$ cat config.mk
export PLATFORM = sky130hd
export DESIGN_NAME = mouse_click_and_motion_qualifier_flat
export DESIGN_NICKNAME = d
export VERILOG_FILES = /design/src/rtl/mcmq_pkg.sv /design/src/rtl/mcmq_if.sv /design/src/rtl/mouse_click_and_motion_qualifier.sv /design/src/flat_wrapper.sv
export SDC_FILE = /design/constraint.sdc
export NUM_CORES = 1
export LEC_CHECK = 0
export BUFFER_PORTS_ARGS = -buffer_cell sky130_fd_sc_hd__buf_2
export CAP_MARGIN = 20
export CORE_MARGIN = 5
export CORE_UTILIZATION = 35
export CTS_BUF_LIST = sky130_fd_sc_hd__clkbuf_2 sky130_fd_sc_hd__clkbuf_4 sky130_fd_sc_hd__clkbuf_8
export CTS_CLUSTER_SIZE = 25
export DETAILED_ROUTE_END_ITERATION = 8
export PLACE_DENSITY = 0.6
export SLEW_MARGIN = 15
export SYNTH_ARGS = -nofsm -noshare
export SYNTH_HDL_FRONTEND = slang
export SYNTH_SLANG_ARGS = --single-unit
$ cat constraint.sdc
create_clock -name clk -period 20.3 [get_ports clk]
set_input_delay 4.06 -clock clk [delete_from_list [all_inputs] [get_ports clk]]
set_output_delay 4.06 -clock clk [all_outputs]
set_load 0.03 [all_outputs]
$ cat src/rtl/mcmq_pkg.sv
`timescale 1ns / 1ps
`default_nettype none

package mcmq_pkg;

  // physical button state code carried by each frame word
  typedef enum logic [1:0] {
    BTN_UP       = 2'd0,
    BTN_PRESS    = 2'd1,
    BTN_HELD     = 2'd2,
    BTN_RELEASED = 2'd3
  } btn_state_t;

  // configuration register index (byte address / 4)
  typedef enum logic [1:0] {
    REG_SCREEN_WIDTH  = 2'd0,
    REG_SCREEN_HEIGHT = 2'd1,
    REG_DCLICK_WINDOW = 2'd2,
    REG_LEFT_HANDED   = 2'd3
  } reg_idx_t;

  // event bit positions within a button's event field
  localparam int unsigned EV_DOWN   = 0;
  localparam int unsigned EV_UP     = 1;
  localparam int unsigned EV_DOUBLE = 2;

  // button indexes (physical and logical share numbering)
  localparam int unsigned BTN_LEFT   = 0;
  localparam int unsigned BTN_RIGHT  = 1;
  localparam int unsigned BTN_MIDDLE = 2;
  localparam int unsigned NUM_BTNS   = 3;

  localparam int unsigned SIZE_BITS   = 13;
  localparam int unsigned WINDOW_BITS = 16;
  localparam int unsigned TIME_BITS   = 32;
  localparam int unsigned RAW_BITS    = 16;
  localparam int unsigned APB_AW      = 4;
  localparam int unsigned APB_DW      = 32;

  localparam logic [SIZE_BITS-1:0]   RST_SCREEN_WIDTH  = 13'd800;
  localparam logic [SIZE_BITS-1:0]   RST_SCREEN_HEIGHT = 13'd600;
  localparam logic [WINDOW_BITS-1:0] RST_DCLICK_WINDOW = 16'd500;

  typedef logic [2:0] btn_ev_t;

endpackage

`default_nettype wire

$ cat src/rtl/mcmq_if.sv
`timescale 1ns / 1ps
`default_nettype none

// frame word channel
interface mcmq_in_if;
  logic                valid;
  logic                ready;
  logic signed [15:0]  raw_x;
  logic signed [15:0]  raw_y;
  logic        [31:0]  now_ms;
  logic        [1:0]   primary_state;
  logic        [1:0]   secondary_state;
  logic        [1:0]   middle_state;
  logic                window_active;

  modport source (output valid, raw_x, raw_y, now_ms, primary_state, secondary_state,
                  middle_state, window_active, input ready);
  modport sink   (input valid, raw_x, raw_y, now_ms, primary_state, secondary_state,
                  middle_state, window_active, output ready);
endinterface

// qualified result word channel
interface mcmq_out_if #(
  parameter int unsigned COORD_BITS = 12
);
  logic                         valid;
  logic                         ready;
  logic        [COORD_BITS-1:0] cursor_x;
  logic        [COORD_BITS-1:0] cursor_y;
  logic signed [COORD_BITS:0]   delta_x;
  logic signed [COORD_BITS:0]   delta_y;
  logic        [2:0]            left_events;
  logic        [2:0]            right_events;
  logic        [2:0]            middle_events;
  logic        [2:0]            held_mask;

  modport source (output valid, cursor_x, cursor_y, delta_x, delta_y, left_events,
                  right_events, middle_events, held_mask, input ready);
  modport sink   (input valid, cursor_x, cursor_y, delta_x, delta_y, left_events,
                  right_events, middle_events, held_mask, output ready);
endinterface

`default_nettype wire

$ cat src/rtl/mouse_click_and_motion_qualifier.sv
`timescale 1ns / 1ps
`default_nettype none

// Mouse click and motion qualifier.
// frame: one word per input frame (raw pointer position, ms time stamp, three
//   button states, window-active flag). result: one word per frame with the
//   clamped cursor, motion since the previous frame, down/up/double-click
//   events per logical button and the held mask.
// The APB port sets screen size, double-click window and left-handed mode;
//   write it only while no frame is in flight. pready is tied high.
// A word accepted on frame enters the input register and then the result
//   register, with all qualifying logic in between.
// Throughput: one word per cycle unless result is held off; the per-frame
//   compare and state update is one short pass, so frames flow with no gaps.
// Stall: while result is held off, the result register keeps its word, the
//   input register fills, and frame.ready drops once both are occupied.
// Reset clears both pipeline valids, the position, press times, pending first
//   clicks and held flags, and loads the register defaults (800 x 600, 500 ms,
//   right-handed).
module mouse_click_and_motion_qualifier
  import mcmq_pkg::*;
#(
  parameter int unsigned COORD_BITS = 12
) (
  input  wire logic              clk,
  input  wire logic              rst,
  input  wire logic              psel,
  input  wire logic              penable,
  input  wire logic              pwrite,
  input  wire logic [APB_AW-1:0] paddr,
  input  wire logic [APB_DW-1:0] pwdata,
  output      logic [APB_DW-1:0] prdata,
  output      logic              pready,
  mcmq_in_if.sink                frame,
  mcmq_out_if.source             result
);

  localparam int unsigned CLW = 17;
  localparam logic [CLW-1:0] CAP = CLW'(2 ** COORD_BITS);

  // configuration registers
  logic [SIZE_BITS-1:0]   screen_width;
  logic [SIZE_BITS-1:0]   screen_height;
  logic [WINDOW_BITS-1:0] double_click_window;
  logic                   left_handed;

  // input register
  logic                        s1_valid;
  logic signed [RAW_BITS-1:0]  s1_raw_x;
  logic signed [RAW_BITS-1:0]  s1_raw_y;
  logic [TIME_BITS-1:0]        s1_now;
  logic [1:0]                  s1_state [NUM_BTNS];
  logic                        s1_active;

  // frame-to-frame state
  logic [COORD_BITS-1:0] last_x;
  logic [COORD_BITS-1:0] last_y;
  logic [TIME_BITS-1:0]  last_press_time [NUM_BTNS];
  logic [NUM_BTNS-1:0]   pending_single;
  logic [NUM_BTNS-1:0]   held_flags;

  // next values
  logic [COORD_BITS-1:0] x_next;
  logic [COORD_BITS-1:0] y_next;
  logic signed [COORD_BITS:0] dx_next;
  logic signed [COORD_BITS:0] dy_next;
  logic [TIME_BITS-1:0]  last_press_time_next [NUM_BTNS];
  logic [NUM_BTNS-1:0]   pending_single_next;
  logic [NUM_BTNS-1:0]   held_flags_next;
  btn_ev_t               ev_logical [NUM_BTNS];

  logic o_valid;
  logic o_load;
  logic s1_fire;
  logic in_ready;

  // pipeline handshake
  assign o_load   = !o_valid || result.ready;
  assign s1_fire  = s1_valid && o_load;
  assign in_ready = !s1_valid || o_load;
  assign frame.ready  = in_ready;
  assign result.valid = o_valid;
  assign pready = 1'b1;

  // apb register writes
  always_ff @(posedge clk) begin
    if (rst) begin
      screen_width        <= RST_SCREEN_WIDTH;
      screen_height       <= RST_SCREEN_HEIGHT;
      double_click_window <= RST_DCLICK_WINDOW;
      left_handed         <= 1'b0;
    end else if (psel && penable && pwrite) begin
      case (reg_idx_t'(paddr[3:2]))
        REG_SCREEN_WIDTH:  screen_width        <= pwdata[SIZE_BITS-1:0];
        REG_SCREEN_HEIGHT: screen_height       <= pwdata[SIZE_BITS-1:0];
        REG_DCLICK_WINDOW: double_click_window <= pwdata[WINDOW_BITS-1:0];
        REG_LEFT_HANDED:   left_handed         <= pwdata[0];
        default: ;
      endcase
    end
  end

  // apb register readback
  always_comb begin
    case (reg_idx_t'(paddr[3:2]))
      REG_SCREEN_WIDTH:  prdata = APB_DW'(screen_width);
      REG_SCREEN_HEIGHT: prdata = APB_DW'(screen_height);
      REG_DCLICK_WINDOW: prdata = APB_DW'(double_click_window);
      REG_LEFT_HANDED:   prdata = APB_DW'(left_handed);
      default:           prdata = '0;
    endcase
  end

  // clamp a raw coordinate into [0, min(max(size,1), 2^COORD_BITS) - 1]
  function automatic logic [COORD_BITS-1:0] clamp_coord(
    input logic signed [RAW_BITS-1:0] raw,
    input logic [SIZE_BITS-1:0]       size
  );
    logic [CLW-1:0] sz;
    logic [CLW-1:0] lim;
    logic [CLW-1:0] pos;
    sz = CLW'(size);
    if (sz == '0) sz = CLW'(1);
    if (sz > CAP) sz = CAP;
    lim = sz - CLW'(1);
    pos = CLW'(raw[RAW_BITS-2:0]);
    if (raw[RAW_BITS-1]) begin
      clamp_coord = '0;
    end else if (pos > lim) begin
      clamp_coord = lim[COORD_BITS-1:0];
    end else begin
      clamp_coord = pos[COORD_BITS-1:0];
    end
  endfunction

  // position, motion and button qualification
  always_comb begin
    logic [NUM_BTNS-1:0] pend;
    logic [TIME_BITS-1:0] elapsed;
    logic [1:0] logi;
    logic dbl;
    btn_ev_t ev;
    x_next  = clamp_coord(s1_raw_x, screen_width);
    y_next  = clamp_coord(s1_raw_y, screen_height);
    dx_next = signed'({1'b0, x_next} - {1'b0, last_x});
    dy_next = signed'({1'b0, y_next} - {1'b0, last_y});
    // any motion cancels pending first clicks
    pend = ((x_next != last_x) || (y_next != last_y)) ? '0 : pending_single;
    pending_single_next = pend;
    held_flags_next     = held_flags;
    for (int p = 0; p < NUM_BTNS; p++) begin
      last_press_time_next[p] = last_press_time[p];
      ev_logical[p] = '0;
    end
    for (int p = 0; p < NUM_BTNS; p++) begin
      if (p == BTN_MIDDLE) begin
        logi = 2'(BTN_MIDDLE);
      end else begin
        logi = 2'(p) ^ {1'b0, left_handed};
      end
      ev = '0;
      elapsed = s1_now - last_press_time[p];
      dbl = (elapsed <= TIME_BITS'(double_click_window)) && pend[p];
      case (btn_state_t'(s1_state[p]))
        BTN_PRESS: begin
          ev[EV_DOWN]   = 1'b1;
          ev[EV_DOUBLE] = dbl;
          pending_single_next[p]  = !dbl;
          held_flags_next[logi]   = 1'b1;
          last_press_time_next[p] = s1_now;
        end
        BTN_UP: begin
          if (held_flags[logi]) begin
            held_flags_next[logi] = 1'b0;
            ev[EV_UP] = 1'b1;
          end
        end
        default: ;
      endcase
      ev_logical[logi] = ev;
    end
  end

  // input register, state and result register
  always_ff @(posedge clk) begin
    if (rst) begin
      s1_valid       <= 1'b0;
      o_valid        <= 1'b0;
      last_x         <= '0;
      last_y         <= '0;
      pending_single <= '0;
      held_flags     <= '0;
      for (int p = 0; p < NUM_BTNS; p++) begin
        last_press_time[p] <= '0;
      end
    end else begin
      if (in_ready) begin
        s1_valid <= frame.valid;
      end
      if (o_load) begin
        o_valid <= s1_valid;
      end
      if (s1_fire) begin
        last_x         <= x_next;
        last_y         <= y_next;
        pending_single <= pending_single_next;
        held_flags     <= held_flags_next;
        for (int p = 0; p < NUM_BTNS; p++) begin
          last_press_time[p] <= last_press_time_next[p];
        end
      end
    end
  end

  // payload registers
  always_ff @(posedge clk) begin
    if (in_ready && frame.valid) begin
      s1_raw_x    <= frame.raw_x;
      s1_raw_y    <= frame.raw_y;
      s1_now      <= frame.now_ms;
      s1_state[BTN_LEFT]   <= frame.primary_state;
      s1_state[BTN_RIGHT]  <= frame.secondary_state;
      s1_state[BTN_MIDDLE] <= frame.middle_state;
      s1_active   <= frame.window_active;
    end
    if (s1_fire) begin
      // inactive window blanks the word but state still advances
      result.cursor_x      <= s1_active ? x_next : '0;
      result.cursor_y      <= s1_active ? y_next : '0;
      result.delta_x       <= s1_active ? dx_next : '0;
      result.delta_y       <= s1_active ? dy_next : '0;
      result.left_events   <= s1_active ? ev_logical[BTN_LEFT] : '0;
      result.right_events  <= s1_active ? ev_logical[BTN_RIGHT] : '0;
      result.middle_events <= s1_active ? ev_logical[BTN_MIDDLE] : '0;
      result.held_mask     <= s1_active ? held_flags_next : '0;
    end
  end

endmodule

`default_nettype wire

$ cat src/flat_wrapper.sv
// flat-port wrapper written by rule: the top's interface ports become plain ports
module mouse_click_and_motion_qualifier_flat import mcmq_pkg::*;
#(
  parameter int unsigned COORD_BITS = 12
)
  (clk, rst, psel, penable, pwrite, paddr, pwdata, prdata, pready, frame_valid, frame_raw_x, frame_raw_y, frame_now_ms, frame_primary_state, frame_secondary_state, frame_middle_state, frame_window_active, frame_ready, result_valid, result_cursor_x, result_cursor_y, result_delta_x, result_delta_y, result_left_events, result_right_events, result_middle_events, result_held_mask, result_ready);
  mcmq_in_if frame_i ();
  mcmq_out_if #(.COORD_BITS(COORD_BITS)) result_i ();
  input  wire logic clk;
  input  wire logic rst;
  input  wire logic psel;
  input  wire logic penable;
  input  wire logic pwrite;
  input  wire logic [APB_AW-1:0] paddr;
  input  wire logic [APB_DW-1:0] pwdata;
  output      logic [APB_DW-1:0] prdata;
  output      logic pready;
  input wire logic [$bits(frame_i.valid)-1:0] frame_valid;
  input wire logic [$bits(frame_i.raw_x)-1:0] frame_raw_x;
  input wire logic [$bits(frame_i.raw_y)-1:0] frame_raw_y;
  input wire logic [$bits(frame_i.now_ms)-1:0] frame_now_ms;
  input wire logic [$bits(frame_i.primary_state)-1:0] frame_primary_state;
  input wire logic [$bits(frame_i.secondary_state)-1:0] frame_secondary_state;
  input wire logic [$bits(frame_i.middle_state)-1:0] frame_middle_state;
  input wire logic [$bits(frame_i.window_active)-1:0] frame_window_active;
  output wire logic [$bits(frame_i.ready)-1:0] frame_ready;
  output wire logic [$bits(result_i.valid)-1:0] result_valid;
  output wire logic [$bits(result_i.cursor_x)-1:0] result_cursor_x;
  output wire logic [$bits(result_i.cursor_y)-1:0] result_cursor_y;
  output wire logic [$bits(result_i.delta_x)-1:0] result_delta_x;
  output wire logic [$bits(result_i.delta_y)-1:0] result_delta_y;
  output wire logic [$bits(result_i.left_events)-1:0] result_left_events;
  output wire logic [$bits(result_i.right_events)-1:0] result_right_events;
  output wire logic [$bits(result_i.middle_events)-1:0] result_middle_events;
  output wire logic [$bits(result_i.held_mask)-1:0] result_held_mask;
  input wire logic [$bits(result_i.ready)-1:0] result_ready;
  assign frame_i.valid = frame_valid;
  assign frame_i.raw_x = frame_raw_x;
  assign frame_i.raw_y = frame_raw_y;
  assign frame_i.now_ms = frame_now_ms;
  assign frame_i.primary_state = frame_primary_state;
  assign frame_i.secondary_state = frame_secondary_state;
  assign frame_i.middle_state = frame_middle_state;
  assign frame_i.window_active = frame_window_active;
  assign frame_ready = frame_i.ready;
  assign result_valid = result_i.valid;
  assign result_cursor_x = result_i.cursor_x;
  assign result_cursor_y = result_i.cursor_y;
  assign result_delta_x = result_i.delta_x;
  assign result_delta_y = result_i.delta_y;
  assign result_left_events = result_i.left_events;
  assign result_right_events = result_i.right_events;
  assign result_middle_events = result_i.middle_events;
  assign result_held_mask = result_i.held_mask;
  assign result_i.ready = result_ready;
  mouse_click_and_motion_qualifier #(.COORD_BITS(COORD_BITS)) u_core (.clk(clk), .rst(rst), .psel(psel), .penable(penable), .pwrite(pwrite), .paddr(paddr), .pwdata(pwdata), .prdata(prdata), .pready(pready), .frame(frame_i), .result(result_i));
endmodule
After elaboration in Yosys (flattened, before gate mapping) --
Memory sizes are Yosys's and may differ from the RTL's. Cells that the tools add are included.
Operators by class: equality and inequality tests 8, magnitude comparators 15, muxes and demuxes 55, reduce and logical (&&, ||, !) cells 31, $add $sub $neg 7, bitwise gates (word level) 13
Operators with widths (count):
- 32-bit two-way mux | 6
- 32-bit one-hot mux with 4 select lines | 1
- 32-bit by 16-bit less-or-equal comparator with 1-bit output | 3
- 32-bit subtractor | 3
- 13-bit two-way mux | 4
- 12-bit two-way mux | 4
- 15-bit by 17-bit greater-than comparator with 1-bit output | 2
- 13-bit by 1-bit subtractor with 14-bit output, second input constant | 2
- 13-bit greater-than comparator, second input constant | 2
- 13-bit logical NOT | 2
- 1-bit two-way mux | 26
- 12-bit by 12-bit subtractor with 13-bit output | 2
- 12-bit inequality test | 2
- 3-bit two-way mux | 6
- 3-bit one-hot mux with 2 select lines | 3
- 3-bit demux with 2-bit select | 2
- 2-bit AND reduction | 6
- 1-bit logical AND | 11
- 9-bit bitwise AND | 1
- 9-bit bitwise mux | 1
- 2-bit by 1-bit equality test with 1-bit output, second input constant | 4
- 2-bit logical NOT | 4
- 3-bit bitwise AND | 2
- 3-bit >= comparator, second input constant | 2
- 12 further kinds | 28
Storage, ports and cells: memories kept 2, flip-flop bits (word level) 202, RAM bits 102, output and inout bits 97, logic and storage cells 155, input bits 114
Memories:
- u_core.last_press_time | depth 3, bits a word 32, read ports 3, clocked after Yosys merged registers in 0, wr ports 3, RTL line mouse_click_and_motion_qualifier.sv:58 | logic [TIME_BITS-1:0] last_press_time [NUM_BTNS];
- u_core.s1_state | depth 3, bits a word 2, read ports 3, clocked after Yosys merged registers in 0, wr ports 3, RTL line mouse_click_and_motion_qualifier.sv:52 | logic [1:0] s1_state [NUM_BTNS];

Longest topological paths before layout --
Gate-level depths: netlist of run 1.
depth after elaboration 15, depth in mapped cells 36, gate-level depth less buffers 34

Worst setup path before layout of run 1 --
OpenSTA, ideal clock, no wires.
path kind in2out, start point input paddr[3], end point output prdata[10], data arrival time 5.638 ns, setup slack 10.602 ns, stages 4, required time 16.240 ns, cell sequence clkbuf_1 -> buf_1 -> mux2i_1 -> o21ai_0
On the way: cells in the longest elaborated chain, start to end 2, elaborated cells on any way between the ends 5
RTL lines:
- start: declaration | RTL line flat_wrapper.sv:14 | input wire logic [APB_AW-1:0] paddr;
- 2-bit equality test, or another cell as far along | RTL line mouse_click_and_motion_qualifier.sv:105 | case (reg_idx_t'(paddr[3:2]))
- 32-bit one-hot mux with 4 select lines * | RTL line mouse_click_and_motion_qualifier.sv:105
- end: declaration | RTL line flat_wrapper.sv:16 | output logic [APB_DW-1:0] prdata;
Mark *: on every way between the ends. The rest lies on a longest branch, timed or not. The select of a mux whose other input is x is not followed.

Worst setup path in the final report of run 1 --
start point input paddr[2], end point output prdata[12]
Same word-level chain as after synthesis.

==> flow_metrics.py, run 1 <==
metrics = {
    "run_status": {
        "status": "finished clean",
    },
    "routing": {
        "avgRoutedWirePerCell_um": 17.8,
        "via_per_inst": 5.27,
        "remaining_drc_errors": 0,
        "antenna_left": 0,
        "drt-initial-drc-count": 1089,
        "vias": 16400,
        "drt_first_pass_iters": 5,
        "routed_wl_um": 55400,
    },
    "timing": {
        "finalMaxSlewViolations": 0,
        "finalCritPeriodShare": 0.485,
        "finalCriticalPeriod_ns": 9.85,
        "clock_skew_ns": 0.0511,
        "fmax_mhz": 102,
        "slew_headroom": 0.335,
        "setup_violations": 0,
        "holdWs_ns": 0.479,
        "tns_ns": 0,
        "tightest_slew_ns": 0.996,
        "rsz0062_at_grt": "no",
        "hold_viol": 0,
    },
    "flow_run": {
        "drv_cap": 0,
    },
    "power": {
        "p_per_area_nw_per_um2": 80.0,
        "combPwrFrac": 0.227,
        "peakVddDrop_mv": 0.0443,
        "clock_power_share": 0.379,
        "power.leakage_nw": 9.54,
        "p_total_w": 0.00184,
        "internal_power_w": 0.00129,
        "p_sw_w": 0.000558,
        "swShare": 0.303,
        "seqPwrFrac": 0.393,
    },
    "global_route": {
        "track_usage": 0.171,
        "grt_first_pass_wirelength_um": 87200,
        "grt_max_degree": 79,
        "antenna_found_initial": 1,
        "grt_pass1_vias": 16100,
        "grt-ovfl-total": 0,
    },
    "worst_setup_path": {
        "cp-end-kind": "primary output",
        "cp_data_required_time_ns": 16.24,
        "reg2reg_slack_ns": 11.89,
        "cp_max_fo": 18,
        "crit_type": "primary input to primary output",
        "cp.arrival_ns": 5.79,
        "cp-start-kind": "primary input",
    },
    "die": {
        "pin_count": 211,
        "start_util": 0.355,
        "die_w_um": 250,
        "rows": 87,
        "core_sq_um": 56600,
        "die-area_sq_um": 62400,
        "fp.dieH_um": 250,
    },
    "final_layout": {
        "syn2layout_area_growth_pct": 14.6,
        "nets": 2622,
        "drive_above_1_share": 0.136,
        "fin_cells": 3108,
    },
    "clocking": {
        "numCtsBuffers": 55,
        "path_clk_slew_ns": 0.06,
        "cts_hold_buf": 0,
        "cts_resized": 0,
        "htreeDepth": 2,
        "post-cts-setup-buffer-count": 0,
        "cts_tree": "done",
        "cts.sinks": 304,
        "cts-root-buf": "clkbuf_8",
        "clockBufferDepth": 3,
        "clk_latency_ns": 0.69,
    },
    "synth": {
        "synthesis.instances": 2125,
        "syn_area_sq_um": 20100,
        "synth_enable_flop_cells": 229,
        "ys_warn_count": 0,
        "ys_ff_latch": 304,
        "yosysTopAreaCell": "edfxtp_1",
        "ys_seq_area_frac": 0.417,
        "synth_top_flop_cell": "edfxtp_1",
        "synth_common_cells": "229 x edfxtp_1, 200 x inv_1, 199 x ha_1",
        "synth_area_leaders": "edfxtp_1 34%, ha_1 12%, dfxtp_1 7.5%",
        "synth-async-reset-ratio": 0,
        "avgSynthCellArea_sq_um": 9.46,
        "synth.most_common_cell": "edfxtp_1",
        "yosysTopAreaCellShare": 0.342,
        "yosysUniqueCellTypes": 83,
    },
    "place": {
        "place_inst": 3002,
        "dp_hpwl_um": 42800,
        "finalWeightedCongestion": 0.897,
        "io_buffer_count": 175,
    },
    "hold_path": {
        "min_path_type": "register to register",
    },
}
[sequential cells by signal, summed over array words and instances (netlist names), 16 cells and up]
name	count
u_core.double_click_window	16
u_core.s1_raw_y	16
u_core.s1_now	32
u_core.last_press_time	96
u_core.s1_raw_x	16
[worst paths after layout]
kind | startpoint | endpoint | cells after the start
max | paddr[2] | prdata[12] | 5
min | u_core.last_x[4]$_SDFFE_PP0P_ | u_core.last_x[4]$_SDFFE_PP0P_ | 2
max reg2reg | u_core.screen_height[7]$_SDFFE_PP0P_ | u_core.result.right_events[2]$_SDFFCE_PN0P_ | 34
min reg2reg | u_core.last_x[4]$_SDFFE_PP0P_ | u_core.last_x[4]$_SDFFE_PP0P_ | 2
[layer usage]
| layer | wire [um] | global-route usage | part of all wire | vias to the layer above |
|---|---|---|---|---|
| li1 | - | - | - | 8014 |
| met1 | 24900 | 0.229 | 0.45 | 7740 |
| met2 | 25200 | 0.282 | 0.45 | 522 |
| met3 | 3280 | 0.0272 | 0.059 | 110 |
| met4 | 2060 | 0.0635 | 0.037 | 0 |
| met5 | 0 | 0 | 0 | - |
[area by class of cell]
| cell class | instances | area [sq um] |
|---|---|---|
| fillers | 5529 | 33500 |
| multi-input cells | 1555 | 10700 |
| flip-flops and latches | 304 | 8380 |
| repair buffers | 187 | 978 |
| well taps | 756 | 946 |
| clock buffers | 70 | 895 |
| inverters | 201 | 756 |
| clock inverters | 33 | 433 |
| diodes | 2 | 5.00 |
[stage by stage]
step	utilization	setup slack (ns)	instance area (sq um)
2_1_floorplan	-	10.60	20200
3_3_place_gp	0.383	10.46	21700
3_5_place_dp	0.383	10.46	21700
4_1_cts	0.407	10.46	23000
5_1_grt	0.407	10.30	23100
6_report	0.407	10.45	23100
[power by group through the flow]
| stage | Combinational, W | Sequential [W] | Clock (W) |
|---|---|---|---|
| after floorplan | 0.000295 | 0.000746 | 0 |
| after global placement | 0.000406 | 0.000738 | 0 |
| after detailed placement | 0.000414 | 0.000738 | 0 |
| after CTS | 0.000417 | 0.000726 | 0.000723 |
| after global routing | 0.000466 | 0.000728 | 0.000751 |
| final | 0.000419 | 0.000725 | 0.000700 |
[worst max-delay path: stages]
cell and delay [ns]:
buf_2 0.28, nor2b_1 0.84, nand2_1 0.11, o21ai_0 0.21, buf_2 0.28
[layout by cell type (no fill, tap or decap), types with 13 or more instances in the layout]
cell type,instances
ha_1,199
nor2b_1,32
nor3_1,54
nand3b_1,13
mux2_2,13
nand2_1,190
o21a_1,26
o31ai_1,23
and2_1,44
a21oi_1,168
xnor2_1,54
conb_1,23
xor2_1,27
inv_1,199
mux2i_1,38
edfxtp_1,229
nand3_1,32
nand2b_1,33
and3_1,21
buf_2,175
nor2_1,162
dfxtp_1,75
o211ai_1,17
a31oi_1,19
a21o_1,49
clkinv_1,14
clkbuf_8,59
o21ai_0,89
nand4_1,40
nor4_1,15
[cell families after synthesis]
logic type / count (synthesis) / synth area share
AO/OA/AOI/OAI: 507 / 0.165
AND/OR/NAND/NOR: 687 / 0.169
other: 2 / 0.000373
adder cells (fa/ha/maj): 204 / 0.129
multiplexers: 53 / 0.0279
XOR/XNOR: 81 / 0.0353
flip-flops: 304 / 0.417
buffers and inverters: 287 / 0.0574
Note: power is estimated with default switching activity, not from simulation.
==> run 2, diff against run 1 <==
==> constraint.sdc (replaced) <==
create_clock -name clk -period 9.5 [get_ports clk]
set_input_delay 1.9 -clock clk [delete_from_list [all_inputs] [get_ports clk]]
set_output_delay 1.9 -clock clk [all_outputs]
set_load 0.03 [all_outputs]
==> run 2 against run 1 <==
Against the previous run:
- sequential cell count unchanged
- non-clock buffer count rose by 1
- worst hold slack worse by 0.0014 ns
==> flow_metrics.py, run 2 (synthesis gave the netlist of run 1 again) <==
metrics = {
    "routing": {
        "antenna_left": 0,
        "drt_first_pass_iters": 5,
        "routed_wl_um": 55100,
        "drt-initial-drc-count": 853,
        "vias": 16300,
        "via_per_inst": 5.24,
        "remaining_drc_errors": 0,
        "avgRoutedWirePerCell_um": 17.7,
    },
    "die": {
        "start_util": 0.355,
        "die-area_sq_um": 62400,
        "core_sq_um": 56600,
        "rows": 87,
        "die_w_um": 250,
        "pin_count": 211,
        "fp.dieH_um": 250,
    },
    "timing": {
        "tightest_slew_ns": 1.04,
        "finalCriticalPeriod_ns": 8.25,
        "layout_setup_ws_ns": 1.25,
        "slew_headroom": 0.305,
        "tns_ns": 0,
        "setup_violations": 0,
        "finalCritPeriodShare": 0.869,
        "clock_skew_ns": 0.0452,
        "hold_viol": 0,
        "finalMaxSlewViolations": 0,
        "fmax_mhz": 121,
        "rsz0062_at_grt": "no",
    },
    "final_layout": {
        "nets": 2623,
        "layout_commonest_cell": "edfxtp_1",
        "top_register": "u_core.last_press_time",
        "largest_reg_flops": 96,
        "drive_above_1_share": 0.139,
        "fill_cells": 5588,
        "layout_common_cells": "229 x edfxtp_1, 199 x inv_1, 199 x ha_1",
        "final_core_util": 0.405,
        "reg.largest.list": "u_core.last_press_time (96), u_core.s1_now (32)",
        "syn2layout_area_growth_pct": 14.0,
    },
    "global_route": {
        "grt_pass1_vias": 16100,
        "antenna_found_initial": 2,
        "track_usage": 0.171,
        "grt_max_degree": 74,
        "grt-ovfl-total": 0,
        "grt_first_pass_wirelength_um": 86600,
    },
    "worst_setup_path": {
        "crit_buf_inv": 3,
        "cp-start-kind": "register",
        "crit_type": "register to register",
        "slowest_delay_ns": 0.47,
        "cp_data_required_time_ns": 9.98,
        "cp.arrival_ns": 8.74,
        "cp_slowest_cell": "or4_4",
        "path_delay_family": "simple AND/OR/NAND/NOR gates",
        "cpMostUsedCell": "ha_1",
        "cp-end-kind": "register",
        "cp_max_fo": 14,
    },
    "power": {
        "power.leakage_nw": 9.50,
        "peakVddDrop_mv": 0.0835,
        "p_total_w": 0.00374,
        "p_per_area_nw_per_um2": 163,
    },
    "place": {
        "dp_hpwl_um": 42900,
        "io_buffer_count": 175,
        "finalWeightedCongestion": 0.919,
        "preCtsSetupSlack_ns": 1.40,
    },
    "clocking": {
        "numCtsBuffers": 55,
        "cts_hold_buf": 0,
        "cts.sinks": 304,
        "clk_latency_ns": 0.68,
        "cts_resized": 0,
        "post-cts-setup-buffer-count": 0,
        "cts_tree": "done",
        "htreeDepth": 2,
        "cts-root-buf": "clkbuf_8",
        "path_clk_slew_ns": 0.06,
        "clockBufferDepth": 3,
    },
    "flow_run": {
        "drv_cap": 0,
    },
    "hold_path": {
        "min_path_type": "register to register",
    },
    "run_status": {
        "status": "finished clean",
    },
}
==> run 2: cell types whose count changed in the layout (fill, tap and decap cells not counted), sizes merged <==
cell	delta
clkinvlp	+1
clkbuf	+5
buf	+1
clkinv	+2
bufinv	-7
==> run 2: worst reg2reg max path: cells and delay by family (launching register included) <==
family,cells,cell delay (ns)
multiplexers,2,0.71
AO/OA/AOI/OAI,9,2.18
AND/OR/NAND/NOR,15,3.34
flip-flops,1,0.37
buffers and inverters,3,0.45
adder cells (fa/ha/maj),3,1.01
==> run 2: path summary, 6_finish.rpt <==
kind / startpoint / end / slack (ns) / depth (start not counted)
max: u_core.screen_height[7]$_SDFFE_PP0P_ / u_core.result.right_events[2]$_SDFFCE_PN0P_ / 1.25 / 32
max reg2reg: u_core.screen_height[7]$_SDFFE_PP0P_ / u_core.result.right_events[2]$_SDFFCE_PN0P_ / 1.25 / 32
min: u_core.last_x[10]$_SDFFE_PP0P_ / u_core.last_x[10]$_SDFFE_PP0P_ / 0.48 / 2
min reg2reg: u_core.last_x[10]$_SDFFE_PP0P_ / u_core.last_x[10]$_SDFFE_PP0P_ / 0.48 / 2
==> run 2: area by class of cell <==
| class | count | area (sq um) | share of cell area |
|---|---|---|---|
| clock buffer | 75 | 945 | 0.0412 |
| inverter | 201 | 756 | 0.0330 |
| multi-input combinational | 1555 | 10700 | 0.465 |
| timing repair buffer | 188 | 990 | 0.0432 |
| antenna | 2 | 5.00 | 0.000218 |
| sequential | 304 | 8380 | 0.365 |
| tap | 756 | 946 | 0.0413 |
| clock inverter | 29 | 243 | 0.0106 |
==> run 2: where the power goes <==
part | total (W) | leakage, nW | internal [W] | switching [W]
registers | 0.00155 | 2.90 | 0.00151 | 0.0000439
clock network | 0.00132 | 0.627 | 0.000735 | 0.000582
logic | 0.000876 | 5.97 | 0.000345 | 0.000531
total | 0.00374 | 9.50 | 0.00259 | 0.00116
==> run 2: layer usage <==
| metal | GRT usage | part of all wire | vias to the layer above |
|---|---|---|---|
| met5 | 0 | 0 | - |
| met4 | 0.0630 | 0.034 | 0 |
| met3 | 0.0320 | 0.058 | 115 |
| met2 | 0.279 | 0.45 | 501 |
| met1 | 0.227 | 0.46 | 7637 |
| li1 | - | - | 8030 |
==> run 2: per-stage QoR <==
stage | instances | hold slack, ns | area (sq um)
after global placement | 3002 | 0.461 | 21700
after floorplan | 2146 | 0.445 | 20200
after global routing | 3109 | 0.499 | 22900
after detailed placement | 3002 | 0.464 | 21700
after CTS | 3106 | 0.480 | 22900
final | 3110 | 0.477 | 22900
==> run 3, diff against run 2 <==
==> constraint.sdc (replaced) <==
create_clock -name clk -period 9.4 [get_ports clk]
set_input_delay 1.88 -clock clk [delete_from_list [all_inputs] [get_ports clk]]
set_output_delay 1.88 -clock clk [all_outputs]
set_load 0.03 [all_outputs]
==> run 3 against run 2 <==
Against the previous run:
- non-clock buffer count unchanged
- clock skew rose by 0.0045 ns
- worst hold slack about the same
- critical path depth is 2 higher
- sequential share of layout area about the same
- die area is the same
- final area about the same
- largest cell class unchanged
==> flow_metrics.py, run 3 (synthesis gave the netlist of run 1 again) <==
metrics = {
    "timing": {
        "slew_headroom": 0.308,
        "finalMaxSlewViolations": 0,
        "tightest_slew_ns": 1.04,
        "fmax_mhz": 120,
        "tns_ns": 0,
        "finalCritPeriodShare": 0.887,
        "rsz0062_at_grt": "no",
        "finalCriticalPeriod_ns": 8.34,
        "clock_skew_ns": 0.0497,
        "setup_violations": 0,
        "hold_viol": 0,
    },
    "final_layout": {
        "largest_reg_flops": 96,
        "top_register": "u_core.last_press_time",
        "seq_area_sq_um": 8380,
        "drive_above_1_share": 0.140,
        "layout_common_cells": "229 x edfxtp_1, 199 x inv_1, 199 x ha_1",
        "layout_commonest_cell": "edfxtp_1",
        "antenna_cells": 0,
        "reg.largest.list": "u_core.last_press_time (96), u_core.s1_now (32)",
        "syn2layout_area_growth_pct": 14.0,
        "stdcell_area_sq_um": 22900,
        "nets": 2622,
        "multi_input_area_sq_um": 10700,
        "fill_cells": 5622,
    },
    "place": {
        "io_buffer_count": 175,
        "placedInstanceArea_sq_um": 21700,
        "finalWeightedCongestion": 0.903,
        "dp_hpwl_um": 42900,
    },
    "routing": {
        "route.met2.wl_um": 25300,
        "avgRoutedWirePerCell_um": 17.9,
        "drt-initial-drc-count": 974,
        "remaining_drc_errors": 0,
        "vias": 16400,
        "via_per_inst": 5.28,
        "routed_wl_um": 55600,
        "highest_layer": "met4",
        "drt_first_pass_iters": 5,
        "antenna_left": 0,
        "wl_met3_um": 3210,
        "wl_met1_um": 25600,
    },
    "clocking": {
        "clk_latency_ns": 0.67,
        "cts_tree": "done",
        "post-cts-setup-buffer-count": 0,
        "clockBufferDepth": 3,
        "cts_hold_buf": 0,
        "numCtsBuffers": 54,
        "path_clk_slew_ns": 0.07,
        "cts.sinks": 304,
        "htreeDepth": 2,
        "cts_resized": 0,
        "cts-root-buf": "clkbuf_8",
    },
    "global_route": {
        "grt_max_degree": 81,
        "antenna_found_initial": 1,
        "track_usage": 0.172,
        "grt_pass1_vias": 16300,
        "grt-ovfl-total": 0,
        "grt_first_pass_wirelength_um": 87700,
    },
    "worst_setup_path": {
        "r2r_end": "u_core.result.right_events[2]$_SDFFCE_PN0P_",
        "r2r_cells": 34,
        "startpoint": "u_core.screen_height[7]$_SDFFE_PP0P_",
        "cp.arrival_ns": 8.82,
        "crit_type": "register to register",
        "cpMostUsedCell": "ha_1",
        "crit_end": "u_core.result.right_events[2]$_SDFFCE_PN0P_",
        "cp-end-kind": "register",
        "cp_data_required_time_ns": 9.88,
        "cp_max_fo": 14,
        "reg2reg_slack_ns": 1.06,
        "cp_slowest_cell": "or4_4",
        "slowest_delay_ns": 0.46,
        "cp-start-kind": "register",
        "rr_startpoint": "u_core.screen_height[7]$_SDFFE_PP0P_",
    },
    "hold_path": {
        "min_path_type": "register to register",
    },
    "die": {
        "rows": 87,
        "die-area_sq_um": 62400,
        "die_w_um": 250,
        "pin_count": 211,
        "start_util": 0.355,
        "fp.dieH_um": 250,
        "core_sq_um": 56600,
    },
    "power": {
        "p_per_area_nw_per_um2": 167,
        "power.leakage_nw": 9.50,
        "peakVddDrop_mv": 0.0967,
    },
    "run_status": {
        "status": "finished clean",
    },
    "flow_run": {
        "drv_cap": 0,
    },
}
==> run 3: changes by cell type in the layout (fill, tap and decap cells not counted), sizes merged <==
cell / before / now
clkinvlp: 2 / 4
clkinv: 24 / 20
diode: 2 / 0
clkbuf: 75 / 73
bufinv: 3 / 5
==> run 3: how the worst min path moves through the flow <==
stage	slack (ns)	depth (start not counted)	end	from
global route	0.51	2	u_core.last_x[2]$_SDFFE_PP0P_	u_core.last_x[2]$_SDFFE_PP0P_
global placement	0.46	2	u_core.double_click_window[15]$_SDFFE_PP0P_	u_core.double_click_window[15]$_SDFFE_PP0P_
CTS	0.48	2	u_core.last_y[6]$_SDFFE_PP0P_	u_core.last_y[6]$_SDFFE_PP0P_
floorplan	0.44	2	u_core.double_click_window[13]$_SDFFE_PP0P_	u_core.double_click_window[13]$_SDFFE_PP0P_
detailed placement	0.47	2	u_core.last_x[10]$_SDFFE_PP0P_	u_core.last_x[10]$_SDFFE_PP0P_
finish	0.48	2	u_core.last_x[10]$_SDFFE_PP0P_	u_core.last_x[10]$_SDFFE_PP0P_
==> run 3: through the flow <==
step	setup slack (ns)	std cells	util	total power [W]	hold WS (ns)
2_1_floorplan	2.17	2146	-	0.00225	0.445
3_3_place_gp	1.37	3003	0.384	0.00246	0.461
3_5_place_dp	1.28	3003	0.384	0.00247	0.467
4_1_cts	1.18	3105	0.405	0.00387	0.481
5_1_grt	0.360	3106	0.405	0.00404	0.506
6_report	1.06	3106	0.405	0.00383	0.477
==> run 3: power breakdown <==
part	internal (W)	leakage [nW]	switching, W
Sequential	0.00152	2.90	0.0000448
Clock	0.000773	0.629	0.000600
Combinational	0.000350	5.97	0.000537
==> run 3: metal layers <==
| metal | up-vias | track usage |
|---|---|---|
| li1 | 8035 | - |
| met1 | 7731 | 0.232 |
| met2 | 545 | 0.285 |
| met3 | 94 | 0.0302 |
| met4 | 0 | 0.0506 |
| met5 | - | 0 |
==> run 3: cell type report <==
class | count | share of cell area
inverter | 201 | 0.0330
timing repair buffer | 188 | 0.0430
clock buffer | 73 | 0.0395
clock inverter | 29 | 0.0129
tap | 756 | 0.0413
multi-input combinational | 1555 | 0.465
sequential | 304 | 0.365
==> run 3: critical path: cells and delay by family (launching register included) <==
kind                     cells  cell delay [ns]
multiplexers                 2             0.72
AND/OR/NAND/NOR             14             3.24
adder cells (fa/ha/maj)      3             1.02
flip-flops                   1             0.38
AO/OA/AOI/OAI               12             2.33
buffers and inverters        3             0.45
